[config.mk]
export PLATFORM = sky130hd
export DESIGN_NAME = tsam_anom_ring
export DESIGN_NICKNAME = d
export VERILOG_FILES = /design/src/design/tsam_pkg.sv /design/src/design/tsam_anom_ring.sv
export SDC_FILE = /design/constraint.sdc
export NUM_CORES = 2
export LEC_CHECK = 0
export ABC_AREA = 0
export ABC_CLOCK_PERIOD_IN_PS = 5100
export BUFFER_PORTS_ARGS = -buffer_cell sky130_fd_sc_hd__buf_2
export CORE_UTILIZATION = 55
export DETAILED_ROUTE_END_ITERATION = 6
export HOLD_SLACK_MARGIN = 0.08
export PLACE_DENSITY = 0.71
export SLEW_MARGIN = 20
export SYNTH_ARGS = -nofsm -noshare
export SYNTH_HDL_FRONTEND = slang
export SYNTH_SLANG_ARGS = --single-unit
[constraint.sdc]
create_clock -name clk -period 5.1 [get_ports clk]
set_clock_uncertainty 0.15 [all_clocks]
set_input_delay 0.255 -clock clk [delete_from_list [all_inputs] [get_ports clk]]
set_output_delay 0.255 -clock clk [all_outputs]
set_load 0.01 [all_outputs]
[src/design/tsam_pkg.sv]
// shared types and constants of the threshold and slope anomaly monitor
package tsam_pkg;

  localparam int SAMPLE_DEPTH_DEF  = 64;
  localparam int ANOMALY_DEPTH_DEF = 64;
  localparam int CFG_IDX_W         = 3;

  typedef enum logic [CFG_IDX_W-1:0] {
    REG_MIN_INTERVAL    = 3'd0,
    REG_VALUE_THRESHOLD = 3'd1,
    REG_THRESHOLD_HOLD  = 3'd2,
    REG_SLOPE_LIMIT     = 3'd3,
    REG_SAMPLE_WINDOW   = 3'd4,
    REG_SLOPE_HOLD      = 3'd5,
    REG_MODE_FLAGS      = 3'd6
  } cfg_reg_t;

  // bit positions in mode_flags
  localparam int MODE_TH_BELOW = 0;
  localparam int MODE_SL_BELOW = 1;
  localparam int MODE_SL_ABS   = 2;

  localparam logic KIND_SAMPLE = 1'b0;
  localparam logic KIND_CHECK  = 1'b1;

  typedef enum logic [3:0] {
    ST_IDLE,
    ST_CHK_RD,
    ST_CHK_EV,
    ST_SMP_DEC,
    ST_SMP_RDO,
    ST_SMP_MUL,
    ST_SMP_CMP,
    ST_AGE_RD,
    ST_AGE_EV,
    ST_DONE
  } state_t;

  typedef struct packed {
    logic               kind;
    logic [31:0]        now_ms;
    logic signed [31:0] sample_value;
  } in_t;

  typedef struct packed {
    logic        stored;
    logic        threshold_hit;
    logic        slope_hit;
    logic        threshold_alarm;
    logic        slope_alarm;
    logic [31:0] last_threshold_time;
    logic [31:0] last_slope_time;
    logic        ring_overflow;
  } out_t;

  typedef struct packed {
    logic push;
    logic clear;
    logic pop;
  } ring_ctl_t;

  typedef struct packed {
    logic nonempty;
    logic full;
  } ring_st_t;

endpackage

[src/design/tsam_anom_ring.sv]
// anomaly timestamp ring: memory with head and count, push, pop and clear
module tsam_anom_ring #(
  parameter int ANOMALY_DEPTH = tsam_pkg::ANOMALY_DEPTH_DEF
) (
  input  logic                clk,
  input  logic                rst,
  input  tsam_pkg::ring_ctl_t ctl,
  input  logic [31:0]         now_ms,
  output tsam_pkg::ring_st_t  st,
  output logic [31:0]         head_time
);
  localparam int AW = (ANOMALY_DEPTH > 1) ? $clog2(ANOMALY_DEPTH) : 1;
  localparam int CW = $clog2(ANOMALY_DEPTH + 1);

  logic [31:0]   mem [ANOMALY_DEPTH];
  logic [AW-1:0] head;
  logic [CW-1:0] cnt;
  logic [AW-1:0] head_inc;
  logic [CW:0]   sum;
  logic [AW-1:0] wa;

  always_comb begin
    head_inc    = (head == AW'(ANOMALY_DEPTH - 1)) ? '0 : head + AW'(1);
    sum         = (CW+1)'(head) + (CW+1)'(cnt);
    st.full     = (cnt == CW'(ANOMALY_DEPTH));
    st.nonempty = (cnt != '0);
    if (st.full) begin
      wa = head;
    end else if (sum >= (CW+1)'(ANOMALY_DEPTH)) begin
      wa = AW'(sum - (CW+1)'(ANOMALY_DEPTH));
    end else begin
      wa = AW'(sum);
    end
  end

  always_ff @(posedge clk) begin
    if (rst) begin
      head <= '0;
      cnt  <= '0;
    end else if (ctl.clear) begin
      cnt <= '0;
    end else if (ctl.pop) begin
      head <= head_inc;
      cnt  <= cnt - CW'(1);
    end else if (ctl.push) begin
      if (st.full) begin
        head <= head_inc;
      end else begin
        cnt <= cnt + CW'(1);
      end
    end
  end

  always_ff @(posedge clk) begin
    if (ctl.push && !ctl.clear && !ctl.pop) begin
      mem[wa] <= now_ms;
    end
    head_time <= mem[head];
  end

endmodule

Word-level counts from Yosys, hierarchy flattened
Memories as Yosys holds them, arrays and structs flattened. A register that Yosys moved wholly into a read port is not among the register bits.
Index checks and enable logic that the tools add are counted.
{ "word_totals": {"register_bits": 13, "latch_bits": 0, "ram_bits": 2048, "romBits": 0, "input_bits": 37, "output_inout_bits": 34, "wordCells": 34, "mem_count": 1} }
{ "mem_list": {"columns": ["memory", "depth", "width", "rd", "rd_ports_with_merged_regs", "wr", "line_no", "rtl"], "rows": [
  ["mem", 64, 32, 1, 1, 1, "tsam_anom_ring.sv:15", "logic [31:0] mem [ANOMALY_DEPTH];"]
]} }
{ "classes": {"n_addsub": 5, "n_mul": 0, "n_div": 0, "magnitude_cmp": 1, "n_eq_ne": 3, "shift": 0, "n_mux": 11, "bitwise_logic": 1, "n_reduce_logical": 10} }
{ "op_table": {"columns": ["op", "count"], "rows": [
  ["6-bit two-way mux", 6],
  ["7-bit two-way mux", 3],
  ["6-bit by 7-bit adder with 8-bit output", 1],
  ["8-bit by 7-bit >= comparator with 1-bit output (second input constant)", 1],
  ["7-bit by 1-bit adder with 7-bit output (second input constant)", 1],
  ["7-bit equality test (second input constant)", 1],
  ["7-bit nonzero test", 1],
  ["7-bit by 1-bit subtractor with 7-bit output (second input constant)", 1],
  ["6-bit by 1-bit adder with 6-bit output (second input constant)", 1],
  ["6-bit equality test (second input constant)", 1],
  ["6-bit by 1-bit subtractor with 6-bit output (second input constant)", 1],
  ["2-bit nonzero test", 2],
  ["3-bit AND reduction", 1],
  ["1-bit logical AND", 2],
  ["1-bit zero test", 2],
  ["1-bit two-way mux", 2],
  ["2-bit != test (second input constant)", 1],
  ["2-bit AND reduction", 1],
  ["2-bit OR reduction", 1],
  ["1-bit NOT", 1]
]} }

Logic depth before layout (Yosys ltp)
{ "depth": {"word_depth": 5, "depth_mapped": 11, "ltp_nobuf": 8} }

Worst setup path after synthesis
Ideal clock, no wire load.
{ "synth_path": {"path_kind": "reg-to-reg", "from": "reg head[0]", "to": "mem mem[58][0], enable pin", "setup_time_ns": 0.421, "arrival_time_ns": 3.543, "t_required_ns": 4.529, "path_slack_ns": 0.986, "stages_incl_launch_ff": 9, "path_buffers": 0, "synth_period_minus_slack_ns": 4.114, "path_cell_list": "dfxtp_1 -> ha_1 -> fa_1 -> a21o_1 -> a21oi_1 -> xor2_1 -> o31ai_1 -> nand2_1 -> nor2_1"} }
{ "synth_via": {"elab_chain_len": 4, "word_cells_on_any_way": 5, "classes_between": "add/sub (2); order compare (1); mux (2)"} }
{ "synth_rtl": {"columns": ["element", "line_no", "rtl"], "rows": [
  ["start, declared", "tsam_anom_ring.sv:16", "logic [AW-1:0] head;"],
  ["start signal, assigned", "tsam_anom_ring.sv:43", "head <= head_inc;"],
  ["start signal, assigned", "tsam_anom_ring.sv:47", "head <= head_inc;"],
  ["6-bit by 7-bit adder with 8-bit output", "tsam_anom_ring.sv:24", "sum = (CW+1)'(head) + (CW+1)'(cnt);"],
  ["8-bit by 7-bit >= comparator with 1-bit output or 6-bit by 1-bit subtractor with 6-bit output (tied branches)", "tsam_anom_ring.sv:29, tsam_anom_ring.sv:30", null],
  ["6-bit two-way mux", "tsam_anom_ring.sv:29", "end else if (sum >= (CW+1)'(ANOMALY_DEPTH)) begin"],
  ["6-bit two-way mux *", "tsam_anom_ring.sv:27", "if (st.full) begin"],
  ["end, declared", "tsam_anom_ring.sv:15", null]
]} }
Mark *: on every way between the ends. The rest lies on a longest branch, timed or not.

Final worst setup path
{ "layout_path": {"from": "reg cnt[1]", "to": "mem mem[43][23], enable pin"} }
{ "layout_via": {"elab_chain_len": 4, "word_cells_on_any_way": 6, "classes_between": "add/sub (2); order compare (1); eq/ne (1); mux (2)"} }
{ "layout_rtl": {"columns": ["element", "line_no", "rtl"], "rows": [
  ["start, declared", "tsam_anom_ring.sv:17", "logic [CW-1:0] cnt;"],
  ["start signal, assigned", "tsam_anom_ring.sv:44", "cnt <= cnt - CW'(1);"],
  ["start signal, assigned", "tsam_anom_ring.sv:49", "cnt <= cnt + CW'(1);"],
  ["6-bit by 7-bit adder with 8-bit output", "tsam_anom_ring.sv:24", null],
  ["8-bit by 7-bit >= comparator with 1-bit output or 6-bit by 1-bit subtractor with 6-bit output (tied branches)", "tsam_anom_ring.sv:29, tsam_anom_ring.sv:30", null],
  ["6-bit two-way mux", "tsam_anom_ring.sv:29", null],
  ["6-bit two-way mux *", "tsam_anom_ring.sv:27", null]
]} }
Marks and branches as above.

==> impl_metrics.py <==
metrics = {
    "status": {
        "status": "finished, violations left",
        "failed_checks": "DRC",
    },
    "power": {
        "peakVddDrop_mv": 0.2990,
        "power.leakage_nw": 27.39,
        "power_density_nw_per_um2": 386.2,
        "power.total_mw": 34.83,
    },
    "global_routing": {
        "use_met2_pct": 42.67,
        "grt-busiest-layer": "met2",
        "grt_start_max_net_pins": 122,
        "grt_use_met3_pct": 5.218,
        "grt_pass1_wl_mm": 280.9,
        "grt_overflow_total": 0,
        "grt_pass1_vias": 38370,
        "grt_antenna_before_repair": 21,
        "grt_use_met1_pct": 38.98,
        "track_usage_pct": 27.22,
    },
    "timing": {
        "setup_tns_ps": 0,
        "slew_viol_final": 0,
        "finalCritPeriodShare_pct": 81.36,
        "layout_min_cycle_time_ps": 4149,
        "rsz0062_at_grt": "false",
        "timing.fmax_ghz": 0.2410,
        "final-hold-violation-count": 0,
        "max_slew_margin_pct": 17.93,
        "worst_pin_slew_ps": 1231,
        "setup_viol_count_final": 0,
    },
    "detailed_routing": {
        "drt-total-wl_mm": 195.5,
        "detail-route-antenna-nets": 0,
        "dr.first_iter.drc_count": 5215,
        "drt_first_pass_iters": 7,
        "wl_per_cell_um": 33.46,
        "via_per_inst": 6.610,
        "drc_errors": 18,
        "via_count": 38620,
    },
    "clocking": {
        "clockBufferDepth": 3,
        "path_clk_slew_ps": 60,
        "clk_latency_ps": 820,
        "cts.sinks": 2093,
        "cts_tree": "built",
        "post_cts_buffers": 0,
        "h-tree-depth": 4,
        "cts_buffers": 198,
        "ctsResizeCount": 0,
        "clock-root-buffer": "clkbuf_16",
    },
    "place": {
        "port_buffers": 70,
        "place.gp.congestion": 0.8523,
        "place_inst": 5436,
        "hpwlAfterDp_mm": 109.9,
        "placed_area_sq_um": 83510,
    },
    "cells_and_area": {
        "fin_cells": 5842,
        "drive_gt1_share_pct": 28.17,
        "fin_util_pct": 62.78,
        "fin_nets": 3821,
        "final_cell_area_sq_um": 90180,
        "syn_to_final_growth_pct": 13.30,
    },
    "critical_path": {
        "critPathArrivalTime_ps": 4520,
        "r2r-start": "cnt[1]",
        "r2r_cells": 7,
        "rr_endpoint": "mem[43][23]",
        "worstSetupPathType": "reg2reg",
        "worst_setup_path_start_kind": "register",
        "required_ps": 5470,
        "end_kind": "register",
        "crit_path_start": "cnt[1]",
        "r2r_slack_ps": 950,
        "path_max_fanout": 17,
    },
    "logic_synthesis": {
        "synth_top_flop_cell": "edfxtp_1",
        "synthCells": 3495,
        "ys_ff_latch": 2093,
        "synth-async-reset-ratio_pct": 0,
        "syn-num-nets": 3545,
        "netlist_area_sq_um": 79600,
        "synth_edf_count": 2048,
        "synth-seq-area-share_pct": 78.39,
        "synth_cell_types": 64,
        "synth.avg_cell_area_sq_um": 22.78,
        "yosysWarnings": 0,
    },
    "floorplanning": {
        "start_util_pct": 55.41,
        "rows": 139,
        "dieWidth_um": 382.4,
        "boundaryPins": 71,
        "coreArea_sq_um": 143700,
        "die-area_sq_um": 146200,
        "fp.dieH_um": 382.4,
    },
    "hold_path": {
        "hold_class": "in2reg",
        "hold-path-endpoint": "head[4]",
        "min-delay-start": "rst",
        "whs_path_depth": 3,
    },
    "run": {
        "drv_cap": 0,
    },
}
==> cells by family (layout without fill, tap and decap cells) <==
group,after synthesis,count (layout),share of synthesized area (%)
AOI/OAI and AO/OA,296,296,2.675
xor gates and xnor gates,13,13,0.1430
adders and majority gates,13,13,0.2232
buffers and inverters,202,640,1.155
DFF,2093,2093,78.39
muxes,616,616,15.73
other,0,6,0
and+or+nand+nor,262,262,1.682
==> where the power goes <==
| part | total (mW) | switching, mW | internal, mW |
|---|---|---|---|
| clock network | 14.2 | 6.15 | 8.07 |
| logic | 1.62 | 0.948 | 0.676 |
| registers | 19.0 | 0.0553 | 18.9 |
==> per-stage QoR <==
step | setup slack, ps | hold WS (ps)
after floorplan | 985.8 | 174.1
after global placement | 1011 | 364.1
after detailed placement | 1036 | 369.1
after CTS | 1024 | 89.80
after global routing | 812.9 | 216.1
final | 950.8 | 256.4
==> registers in the layout (all words and copies together), names as in the netlist <==
signal	count
mem	2048
cnt	7
head_time	32
head	6
==> cells in the final DEF (no fill, tap or decap), types with 15 or more instances in the layout <==
master,count
a21oi_1,28
a221oi_1,70
a22o_1,17
a22oi_1,63
and4_1,15
buf_12,31
buf_2,60
buf_4,141
clkbuf_1,60
clkbuf_16,202
clkinv_1,35
clkinv_2,28
dfxtp_1,40
dlygate4sd3_1,37
edfxtp_1,2048
mux2i_1,101
mux4_2,507
nand2_1,61
nor2_1,30
nor2_4,53
o21ai_0,64
==> synth_stat cells, types with 11 or more instances <==
library cell	n	area (sq um)
mux2i_1	101	1011
o21ai_0	65	325.3
a21oi_1	28	140.1
mux4_2	507	11420
dfxtp_1	45	900.9
buf_1	15	56.30
a221oi_1	70	613.1
and4_1	15	131.4
buf_2	63	315.3
nand3_1	15	75.07
ha_1	11	137.6
clkbuf_1	96	360.4
and3_1	19	118.9
edfxtp_1	2048	61500
nor3_1	16	80.08
a22o_1	17	148.9
a22oi_1	63	473.0
nand2_1	61	229.0
nor2_1	83	311.6
buf_4	16	120.1
==> layout make-up <==
class / count / area (sq um)
diodes: 6 / 15.01
clock buffers: 268 / 5363
clock inverters: 94 / 885.9
fillers: 9559 / 53470
inverters: 9 / 33.78
multi-input cells: 1200 / 16740
flip-flops and latches: 2093 / 62420
well taps: 1903 / 2381
repair buffers: 269 / 2350
==> critical path, cell delays in order (launching register included) <==
cell and delay [ps]:
dfxtp_1 380, or4_4 560, nor4_4 310, mux2i_1 940
nor3b_1 420, nand2_1 210, nor2_4 610, buf_12 250
==> how the worst max path moves through the flow <==
stage / to / cells past startpoint
2_1_floorplan: mem[58][0] / 8
3_3_place_gp: mem[43][26] / 8
3_5_place_dp: mem[43][23] / 8
4_1_cts: mem[43][17] / 8
5_1_grt: mem[43][9] / 8
6_report: mem[43][23] / 7
==> repair_timing <==
| action | in CTS | in global routing |
|---|---|---|
| setup endpoints to repair | 0 | 0 |
| hold endpoints to repair | 1524 | 384 |
| hold buffers | 31 | 6 |
==> metal layers <==
metal,part of all wire (%),wire length (um)
met5,0.059,116
met4,3.2,6283
met3,9.5,18640
met2,48,94560
met1,39,75890
No activity file was read; power rests on OpenSTA's default activity.
